`src/rtl/lmbs_pkg.sv`:
```
// Shared types and constants for the LED mode blink sequencer.
`timescale 1ns / 1ps
package lmbs_pkg;

  localparam int PERIOD_WIDTH = 16;
  localparam int CFG_PERIOD_W = 16;
  localparam int CFG_COUNT_W  = 8;
  localparam int CFG_DATA_W   = 16;
  localparam int CFG_IDX_W    = 3;
  localparam int CMP_W        = (PERIOD_WIDTH > CFG_PERIOD_W) ? PERIOD_WIDTH : CFG_PERIOD_W;

  typedef enum logic [2:0] {
    OP_TICK    = 3'd0,
    OP_SET     = 3'd1,
    OP_SUCCESS = 3'd2,
    OP_ERROR   = 3'd3,
    OP_CLEAR   = 3'd4
  } op_t;

  typedef enum logic [2:0] {
    MODE_NONE    = 3'd0,
    MODE_STEADY  = 3'd1,
    MODE_TARE    = 3'd2,
    MODE_CALZERO = 3'd3,
    MODE_CALMASS = 3'd4,
    MODE_SUCCESS = 3'd5,
    MODE_ERROR   = 3'd6
  } mode_t;

  localparam logic [2:0] MODE_INVALID = 3'd7;

  typedef enum logic [CFG_IDX_W-1:0] {
    REG_NORMAL_PERIOD = 3'd0,
    REG_TARE_PERIOD   = 3'd1,
    REG_RESULT_PERIOD = 3'd2,
    REG_SUCCESS_COUNT = 3'd3,
    REG_ERROR_COUNT   = 3'd4
  } reg_idx_t;

  typedef struct packed {
    logic [CFG_PERIOD_W-1:0] normal_period;
    logic [CFG_PERIOD_W-1:0] tare_period;
    logic [CFG_PERIOD_W-1:0] result_period;
    logic [CFG_COUNT_W-1:0]  success_count;
    logic [CFG_COUNT_W-1:0]  error_count;
  } cfg_t;

  typedef struct packed {
    mode_t                   cur_mode;
    mode_t                   ret_mode;
    logic                    phase_on;
    logic [PERIOD_WIDTH-1:0] elapsed;
    logic [CFG_COUNT_W-1:0]  flashes_done;
    logic [CFG_COUNT_W-1:0]  flashes_target;
  } state_t;

  typedef struct packed {
    logic led_first;
    logic led_second;
    logic led_third;
    logic temporary_active;
  } leds_t;

endpackage

```
`src/rtl/lmbs_req_if.sv`:
```
// Request channel: operation and mode with valid/ready.
`timescale 1ns / 1ps
interface lmbs_req_if;
  logic       valid;
  logic       ready;
  logic [2:0] operation;
  logic [2:0] mode;

  modport source (output valid, output operation, output mode, input ready);
  modport sink   (input valid, input operation, input mode, output ready);
endinterface

```
`src/rtl/lmbs_rsp_if.sv`:
```
// Result channel: LED levels and temporary flag with valid/ready.
`timescale 1ns / 1ps
interface lmbs_rsp_if;
  logic valid;
  logic ready;
  logic led_first;
  logic led_second;
  logic led_third;
  logic temporary_active;

  modport source (output valid, output led_first, output led_second, output led_third,
                  output temporary_active, input ready);
  modport sink   (input valid, input led_first, input led_second, input led_third,
                  input temporary_active, output ready);
endinterface

```
`src/rtl/lmbs_next.sv`:
```
// Next-state and LED decode for one request.
`timescale 1ns / 1ps
module lmbs_next import lmbs_pkg::*; (
  input  cfg_t       cfg,
  input  state_t     state,
  input  logic [2:0] operation,
  input  logic [2:0] mode,
  output state_t     state_next,
  output leds_t      leds_next
);

  localparam logic [PERIOD_WIDTH-1:0] ELAPSED_MAX = {PERIOD_WIDTH{1'b1}};

  mode_t                   req_mode;
  logic                    is_temp;
  logic                    is_blink;
  logic [CFG_PERIOD_W-1:0] period;
  logic [PERIOD_WIDTH-1:0] elapsed_inc;
  logic [CFG_COUNT_W-1:0]  done_inc;
  logic                    ph;

  assign req_mode = (mode == MODE_INVALID) ? MODE_NONE : mode_t'(mode);
  assign is_temp  = (state.cur_mode == MODE_SUCCESS) || (state.cur_mode == MODE_ERROR);
  assign is_blink = is_temp || (state.cur_mode == MODE_TARE) ||
                    (state.cur_mode == MODE_CALZERO) || (state.cur_mode == MODE_CALMASS);
  assign elapsed_inc = (state.elapsed != ELAPSED_MAX) ? state.elapsed + 1'b1 : state.elapsed;
  assign done_inc    = state.flashes_done + 1'b1;

  always_comb begin
    if (state.cur_mode == MODE_TARE) begin
      period = cfg.tare_period;
    end else if (is_temp) begin
      period = cfg.result_period;
    end else begin
      period = cfg.normal_period;
    end
  end

  always_comb begin
    state_next = state;
    case (operation)
      OP_TICK: begin
        state_next.elapsed = elapsed_inc;
        if (is_blink && (CMP_W'(elapsed_inc) >= CMP_W'(period))) begin
          state_next.elapsed  = '0;
          state_next.phase_on = ~state.phase_on;
          if (is_temp && state.phase_on) begin
            state_next.flashes_done = done_inc;
            if (done_inc >= state.flashes_target) begin
              state_next.cur_mode       = state.ret_mode;
              state_next.ret_mode       = MODE_NONE;
              state_next.flashes_done   = '0;
              state_next.flashes_target = '0;
              state_next.phase_on       = 1'b1;
            end
          end
        end
      end
      OP_SET: begin
        state_next.cur_mode       = req_mode;
        state_next.ret_mode       = MODE_NONE;
        state_next.flashes_done   = '0;
        state_next.flashes_target = '0;
        state_next.phase_on       = 1'b1;
        state_next.elapsed        = '0;
      end
      OP_SUCCESS: begin
        state_next.cur_mode       = MODE_SUCCESS;
        state_next.ret_mode       = MODE_NONE;
        state_next.flashes_done   = '0;
        state_next.flashes_target = cfg.success_count;
        state_next.phase_on       = 1'b1;
        state_next.elapsed        = '0;
      end
      OP_ERROR: begin
        state_next.cur_mode       = MODE_ERROR;
        state_next.ret_mode       = req_mode;
        state_next.flashes_done   = '0;
        state_next.flashes_target = cfg.error_count;
        state_next.phase_on       = 1'b1;
        state_next.elapsed        = '0;
      end
      OP_CLEAR: begin
        state_next.cur_mode       = MODE_NONE;
        state_next.ret_mode       = MODE_NONE;
        state_next.phase_on       = 1'b0;
        state_next.flashes_done   = '0;
        state_next.flashes_target = '0;
      end
      default: ;
    endcase
  end

  always_comb begin
    ph = state_next.phase_on;
    leds_next = '0;
    unique case (state_next.cur_mode)
      MODE_STEADY:  leds_next = '{1'b1, 1'b1, 1'b1, 1'b0};
      MODE_TARE:    leds_next = '{ph, ph, ph, 1'b0};
      MODE_CALZERO: leds_next = '{ph, 1'b0, 1'b0, 1'b0};
      MODE_CALMASS: leds_next = '{1'b0, ph, 1'b0, 1'b0};
      MODE_SUCCESS: leds_next = '{ph, ph, ph, 1'b1};
      MODE_ERROR:   leds_next = '{1'b0, 1'b0, ph, 1'b1};
      default:      leds_next = '0;
    endcase
  end

endmodule

```
`src/rtl/led_mode_blink_sequencer_top.sv`:
```
// Top level of the LED mode blink sequencer.
// Takes one request per cycle while results are taken (a millisecond tick or a mode
// command) and returns one result per request: the three LED levels and the temporary
// flag as they stand after that request. Each request passes through a single next-state
// stage into a result register; the request side stays ready whenever the result register
// is empty or being drained, so requests and results stream at one per cycle. Configuration
// writes take effect on the next cycle and belong between requests while the block is idle.
`timescale 1ns / 1ps
module led_mode_blink_sequencer_top import lmbs_pkg::*; (
  input  logic                  clk,
  input  logic                  rst,
  input  logic                  cfg_we,
  input  logic [CFG_IDX_W-1:0]  cfg_index,
  input  logic [CFG_DATA_W-1:0] cfg_data,
  lmbs_req_if.sink              req,
  lmbs_rsp_if.source            rsp
);

  cfg_t   cfg;
  state_t state;
  state_t state_next;
  leds_t  leds_next;
  leds_t  leds;
  logic   rsp_valid;
  logic   accept;

  assign req.ready = ~rsp_valid | rsp.ready;
  assign accept    = req.valid & req.ready;

  always_ff @(posedge clk) begin
    if (rst) begin
      cfg.normal_period <= CFG_PERIOD_W'(500);
      cfg.tare_period   <= CFG_PERIOD_W'(250);
      cfg.result_period <= CFG_PERIOD_W'(150);
      cfg.success_count <= CFG_COUNT_W'(3);
      cfg.error_count   <= CFG_COUNT_W'(5);
    end else if (cfg_we) begin
      unique case (cfg_index)
        REG_NORMAL_PERIOD: cfg.normal_period <= cfg_data[CFG_PERIOD_W-1:0];
        REG_TARE_PERIOD:   cfg.tare_period   <= cfg_data[CFG_PERIOD_W-1:0];
        REG_RESULT_PERIOD: cfg.result_period <= cfg_data[CFG_PERIOD_W-1:0];
        REG_SUCCESS_COUNT: cfg.success_count <= cfg_data[CFG_COUNT_W-1:0];
        REG_ERROR_COUNT:   cfg.error_count   <= cfg_data[CFG_COUNT_W-1:0];
        default: ;
      endcase
    end
  end

  lmbs_next u_next (
    .cfg        (cfg),
    .state      (state),
    .operation  (req.operation),
    .mode       (req.mode),
    .state_next (state_next),
    .leds_next  (leds_next)
  );

  always_ff @(posedge clk) begin
    if (rst) begin
      state     <= '0;
      rsp_valid <= 1'b0;
    end else begin
      if (accept) begin
        state     <= state_next;
        rsp_valid <= 1'b1;
      end else if (rsp.ready) begin
        rsp_valid <= 1'b0;
      end
    end
  end

  // hold the result until taken
  always_ff @(posedge clk) begin
    if (accept) begin
      leds <= leds_next;
    end
  end

  assign rsp.valid            = rsp_valid;
  assign rsp.led_first        = leds.led_first;
  assign rsp.led_second       = leds.led_second;
  assign rsp.led_third        = leds.led_third;
  assign rsp.temporary_active = leds.temporary_active;

endmodule

```
`src/flat_wrapper.sv`:
```
// flat-port wrapper written by rule: the top's interface ports become plain ports
module led_mode_blink_sequencer_top_flat import lmbs_pkg::*;
  (clk, rst, cfg_we, cfg_index, cfg_data, req_valid, req_operation, req_mode, req_ready, rsp_valid, rsp_led_first, rsp_led_second, rsp_led_third, rsp_temporary_active, rsp_ready);
  lmbs_req_if req_i ();
  lmbs_rsp_if rsp_i ();
  input  logic clk;
  input  logic rst;
  input  logic cfg_we;
  input  logic [CFG_IDX_W-1:0] cfg_index;
  input  logic [CFG_DATA_W-1:0] cfg_data;
  input wire logic [$bits(req_i.valid)-1:0] req_valid;
  input wire logic [$bits(req_i.operation)-1:0] req_operation;
  input wire logic [$bits(req_i.mode)-1:0] req_mode;
  output wire logic [$bits(req_i.ready)-1:0] req_ready;
  output wire logic [$bits(rsp_i.valid)-1:0] rsp_valid;
  output wire logic [$bits(rsp_i.led_first)-1:0] rsp_led_first;
  output wire logic [$bits(rsp_i.led_second)-1:0] rsp_led_second;
  output wire logic [$bits(rsp_i.led_third)-1:0] rsp_led_third;
  output wire logic [$bits(rsp_i.temporary_active)-1:0] rsp_temporary_active;
  input wire logic [$bits(rsp_i.ready)-1:0] rsp_ready;
  assign req_i.valid = req_valid;
  assign req_i.operation = req_operation;
  assign req_i.mode = req_mode;
  assign req_ready = req_i.ready;
  assign rsp_valid = rsp_i.valid;
  assign rsp_led_first = rsp_i.led_first;
  assign rsp_led_second = rsp_i.led_second;
  assign rsp_led_third = rsp_i.led_third;
  assign rsp_temporary_active = rsp_i.temporary_active;
  assign rsp_i.ready = rsp_ready;
  led_mode_blink_sequencer_top u_core (.clk(clk), .rst(rst), .cfg_we(cfg_we), .cfg_index(cfg_index), .cfg_data(cfg_data), .req(req_i), .rsp(rsp_i));
endmodule
```
`config.mk`:
```
export PLATFORM = sky130hd
export DESIGN_NAME = led_mode_blink_sequencer_top_flat
export DESIGN_NICKNAME = d
export VERILOG_FILES = /design/src/rtl/lmbs_pkg.sv /design/src/rtl/lmbs_req_if.sv /design/src/rtl/lmbs_rsp_if.sv /design/src/rtl/lmbs_next.sv /design/src/rtl/led_mode_blink_sequencer_top.sv /design/src/flat_wrapper.sv
export SDC_FILE = /design/constraint.sdc
export NUM_CORES = 1
export LEC_CHECK = 0
export BUFFER_PORTS_ARGS = -buffer_cell sky130_fd_sc_hd__buf_2
export CAP_MARGIN = 20
export CORE_UTILIZATION = 52
export CTS_CLUSTER_SIZE = 20
export DETAILED_ROUTE_END_ITERATION = 10
export PLACE_DENSITY = 0.7
export SLEW_MARGIN = 20
export SYNTH_ARGS = -nofsm -noshare
export SYNTH_HDL_FRONTEND = slang
export SYNTH_SLANG_ARGS = --single-unit
```
`constraint.sdc`:
```
create_clock -name clk -period 7.1 [get_ports clk]
set_input_delay 0.71 -clock clk [delete_from_list [all_inputs] [get_ports clk]]
set_output_delay 0.71 -clock clk [all_outputs]
set_load 0.05 [all_outputs]
```
==> results.json <==
{
  "wire_per_inst_um": 14.95,
  "final_common_cell": "nand2_1",
  "synth_edf_count": 4,
  "ioPinCount": 36,
  "clk_pin_slew_ns": 0.10,
  "fin_cells": 879,
  "crit_required_ns": 7.32,
  "cts_sinks": 108,
  "drc_errors": 0,
  "groute.usage.overall_pct": 24.21,
  "clockBufferDepth": 2,
  "drt_iter0_drc": 259,
  "gr-total-overflow": 0,
  "synth_area_sq_um": 5732,
  "power_switching_uw": 324.4,
  "post-cts-setup-buffers": 0,
  "clockRootBuffer": "clkbuf_8",
  "antenna_left": 0,
  "power_density_nw_per_um2": 185.0,
  "end_kind": "flop",
  "diodes": 0,
  "nFillCells": 964,
  "num_vias": 4987,
  "synth-async-reset-ratio_pct": 0,
  "place.gp.congestion": 0.8507,
  "synth.avg_cell_area_sq_um": 7.873,
  "worst-slew-pin-transition_ns": 1.063,
  "detailed_place_hpwl_um": 9029,
  "worstSetupStartpointType": "flop",
  "drt_first_pass_iters": 6,
  "max_freq_mhz": 228.9,
  "r2r_cells": 15,
  "slew_violations": 0,
  "p_leak_uw": 0.002395,
  "cts_made_buffers": 9,
  "core_sq_um": 10510,
  "final_nets": 794,
  "pwr-share-clk_pct": 31.9,
  "fin_crit_sh_pct": 61.54,
  "areaGrowthSynthToFinish_pct": 7.335,
  "hold_violations": 0,
  "combPwrFrac_pct": 12.4,
  "swShare_pct": 28.50,
  "placementRows": 37,
  "io_buffers": 35,
  "clock_latency_ns": 0.39,
  "die-area_sq_um": 11450,
  "synthCells": 728,
  "ys_ff_latch": 108,
  "hold_depth": 2,
  "finalCriticalPeriod_ns": 4.370,
  "synth.net_count": 784,
  "pwr-share-seq_pct": 55.7,
  "fin_setup_tns_ns": 0,
  "grt_start_max_net_pins": 106,
  "ir_worst_vdd_uv": 103.5,
  "criticalPathCategory": "flop to flop",
  "drive_above_1_share_pct": 10.90,
  "ctsResizeCount": 0,
  "floorplan.initialDensity_pct": 54.54,
  "arrival_ns": 4.59,
  "intPower_uw": 814.0,
  "ctsHtreeMaxLevel": 3,
  "grt_pass1_wl_um": 21960,
  "die_w_um": 107.0,
  "dp.cells": 862,
  "synthesis.yosys.warnings": 0,
  "final_cell_mix": "nand2_1, dfxtp_1, a21oi_1",
  "grt_pass1_vias": 4584,
  "drv_cap": 0,
  "setup_viol": 0,
  "synth_cell_types": 60,
  "postCtsHoldBufs": 0,
  "die_h_um": 107.0,
  "rsz0062_at_grt": "no",
  "outcome": "finished clean",
  "vias_per_cell": 5.673,
  "skew_ns": 0.01245,
  "worst-path-max-fanout": 11,
  "drt_wl_total_um": 13150,
  "hold_path_class": "flop to flop",
  "antenna_found_initial": 0,
  "seq_area_frac_synth_pct": 38.42,
  "synthFlopType": "dfxtp_1",
  "timing.slew.headroom_pct": 29.11,
  "cts_tree": "yes"
}
==> sequential cells by signal, summed over array words and instances (netlist names) <==
| signal | cells |
|---|---|
| u_core.cfg | 64 |
| u_core.rsp.led_second | 1 |
| u_core.rsp.valid | 1 |
| u_core.rsp.led_first | 1 |
| u_core.state | 39 |
| u_core.rsp.led_third | 1 |
| u_core.rsp.temporary_active | 1 |
==> synthesized netlist by cell type (2+ instances only) <==
cell type | number | share of area, %
a211oi_1 | 4 | 0.52
nand2b_1 | 6 | 0.65
ha_1 | 26 | 5.7
a21oi_1 | 98 | 8.6
mux2_2 | 12 | 2.4
a221o_1 | 2 | 0.35
nor3_1 | 10 | 0.87
nor3b_1 | 2 | 0.26
nand3b_1 | 27 | 3.5
nand2_1 | 168 | 11
and2_1 | 3 | 0.33
nand4_1 | 6 | 0.65
edfxtp_1 | 4 | 2.1
o31ai_1 | 11 | 1.4
nor2b_1 | 5 | 0.55
xnor2_1 | 10 | 1.5
a21boi_0 | 3 | 0.39
a22oi_1 | 4 | 0.52
and3_1 | 9 | 0.98
xor2_1 | 10 | 1.5
buf_2 | 2 | 0.17
o22ai_1 | 2 | 0.22
and4_1 | 2 | 0.31
a31oi_1 | 7 | 0.76
a21o_1 | 3 | 0.39
nor2_1 | 46 | 3.0
clkbuf_1 | 32 | 2.1
inv_1 | 15 | 0.98
o21ai_0 | 16 | 1.4
nand3_1 | 28 | 2.4
or3_1 | 2 | 0.22
or2_2 | 2 | 0.22
mux2i_1 | 19 | 3.3
buf_1 | 3 | 0.20
dfxtp_1 | 104 | 36
==> layer usage <==
layer	track usage, %	up-vias	wire, um
met1	34.35	2330	6467
li1	-	2548	-
met3	3.830	12	590
met4	6.458	0	142
met5	0	-	0
met2	38.16	97	5944
==> through the flow <==
stage / cell area [sq um] / hold slack (ns) / util, % / power [uW] / worst slack, ns
after floorplan: 5732 / 0.4329 / - / 748.1 / 3.173
after global placement: 5942 / 0.4391 / 56.54 / 782.4 / 2.682
after detailed placement: 5944 / 0.4467 / 56.57 / 786.9 / 2.493
after CTS: 6128 / 0.4612 / 58.32 / 1142 / 2.461
after global routing: 6152 / 0.4761 / 58.54 / 1185 / 2.411
final: 6152 / 0.4584 / 58.54 / 1138 / 2.730
==> power groups by stage <==
stage	Combinational (uW)	Sequential, uW	Clock [uW]
finish	141	634	363
global placement	135	647	0
global route	157	636	392
detailed placement	139	648	0
CTS	139	634	368
floorplan	92.0	656	0
==> cell families (layout without fill, tap and decap cells) <==
family	count (synthesis)	count (layout)	synth area share, %
flip-flops	108	108	38.42
multiplexers	31	31	5.676
buffers and inverters	55	70	3.842
XOR/XNOR	20	20	3.056
adder cells (fa/ha/maj)	26	26	5.676
AO/OA/AOI/OAI	162	162	16.70
AND/OR/NAND/NOR	326	326	26.63
==> worst paths after layout <==
path / from / end / slack [ns]
worst max-delay path: u_core.state[16] / u_core.state[14] / 2.73
worst max register to register: u_core.state[16] / u_core.state[14] / 2.73
worst min register to register: u_core.cfg[24] / u_core.cfg[24] / 0.46
worst min-delay path: u_core.cfg[24] / u_core.cfg[24] / 0.46
==> area by class of cell <==
type / count / area [sq um] / share of cell area (%)
multi-input cells: 565 / 3334 / 54.20
flip-flops and latches: 108 / 2202 / 35.79
repair buffers: 38 / 201.4 / 3.274
well taps: 136 / 170.2 / 2.766
clock buffers: 11 / 141.4 / 2.298
inverters: 16 / 60.06 / 0.9762
clock inverters: 5 / 42.54 / 0.6915
==> critical path, cell delays in order, from the launching register on <==
cell	delay [ns]
dfxtp_1	0.37
ha_1	0.29
nand4_1	0.13
nor2_1	0.08
a21oi_1	0.52
and3_1	0.30
xor2_1	0.21
ha_1	0.28
a21oi_2	0.14
o21ai_1	0.08
a221oi_1	0.58
a31oi_4	0.19
a31oi_1	0.43
or2_1	0.37
or3b_2	0.19
a21oi_1	0.05
No activity file was read; power rests on OpenSTA's default activity.
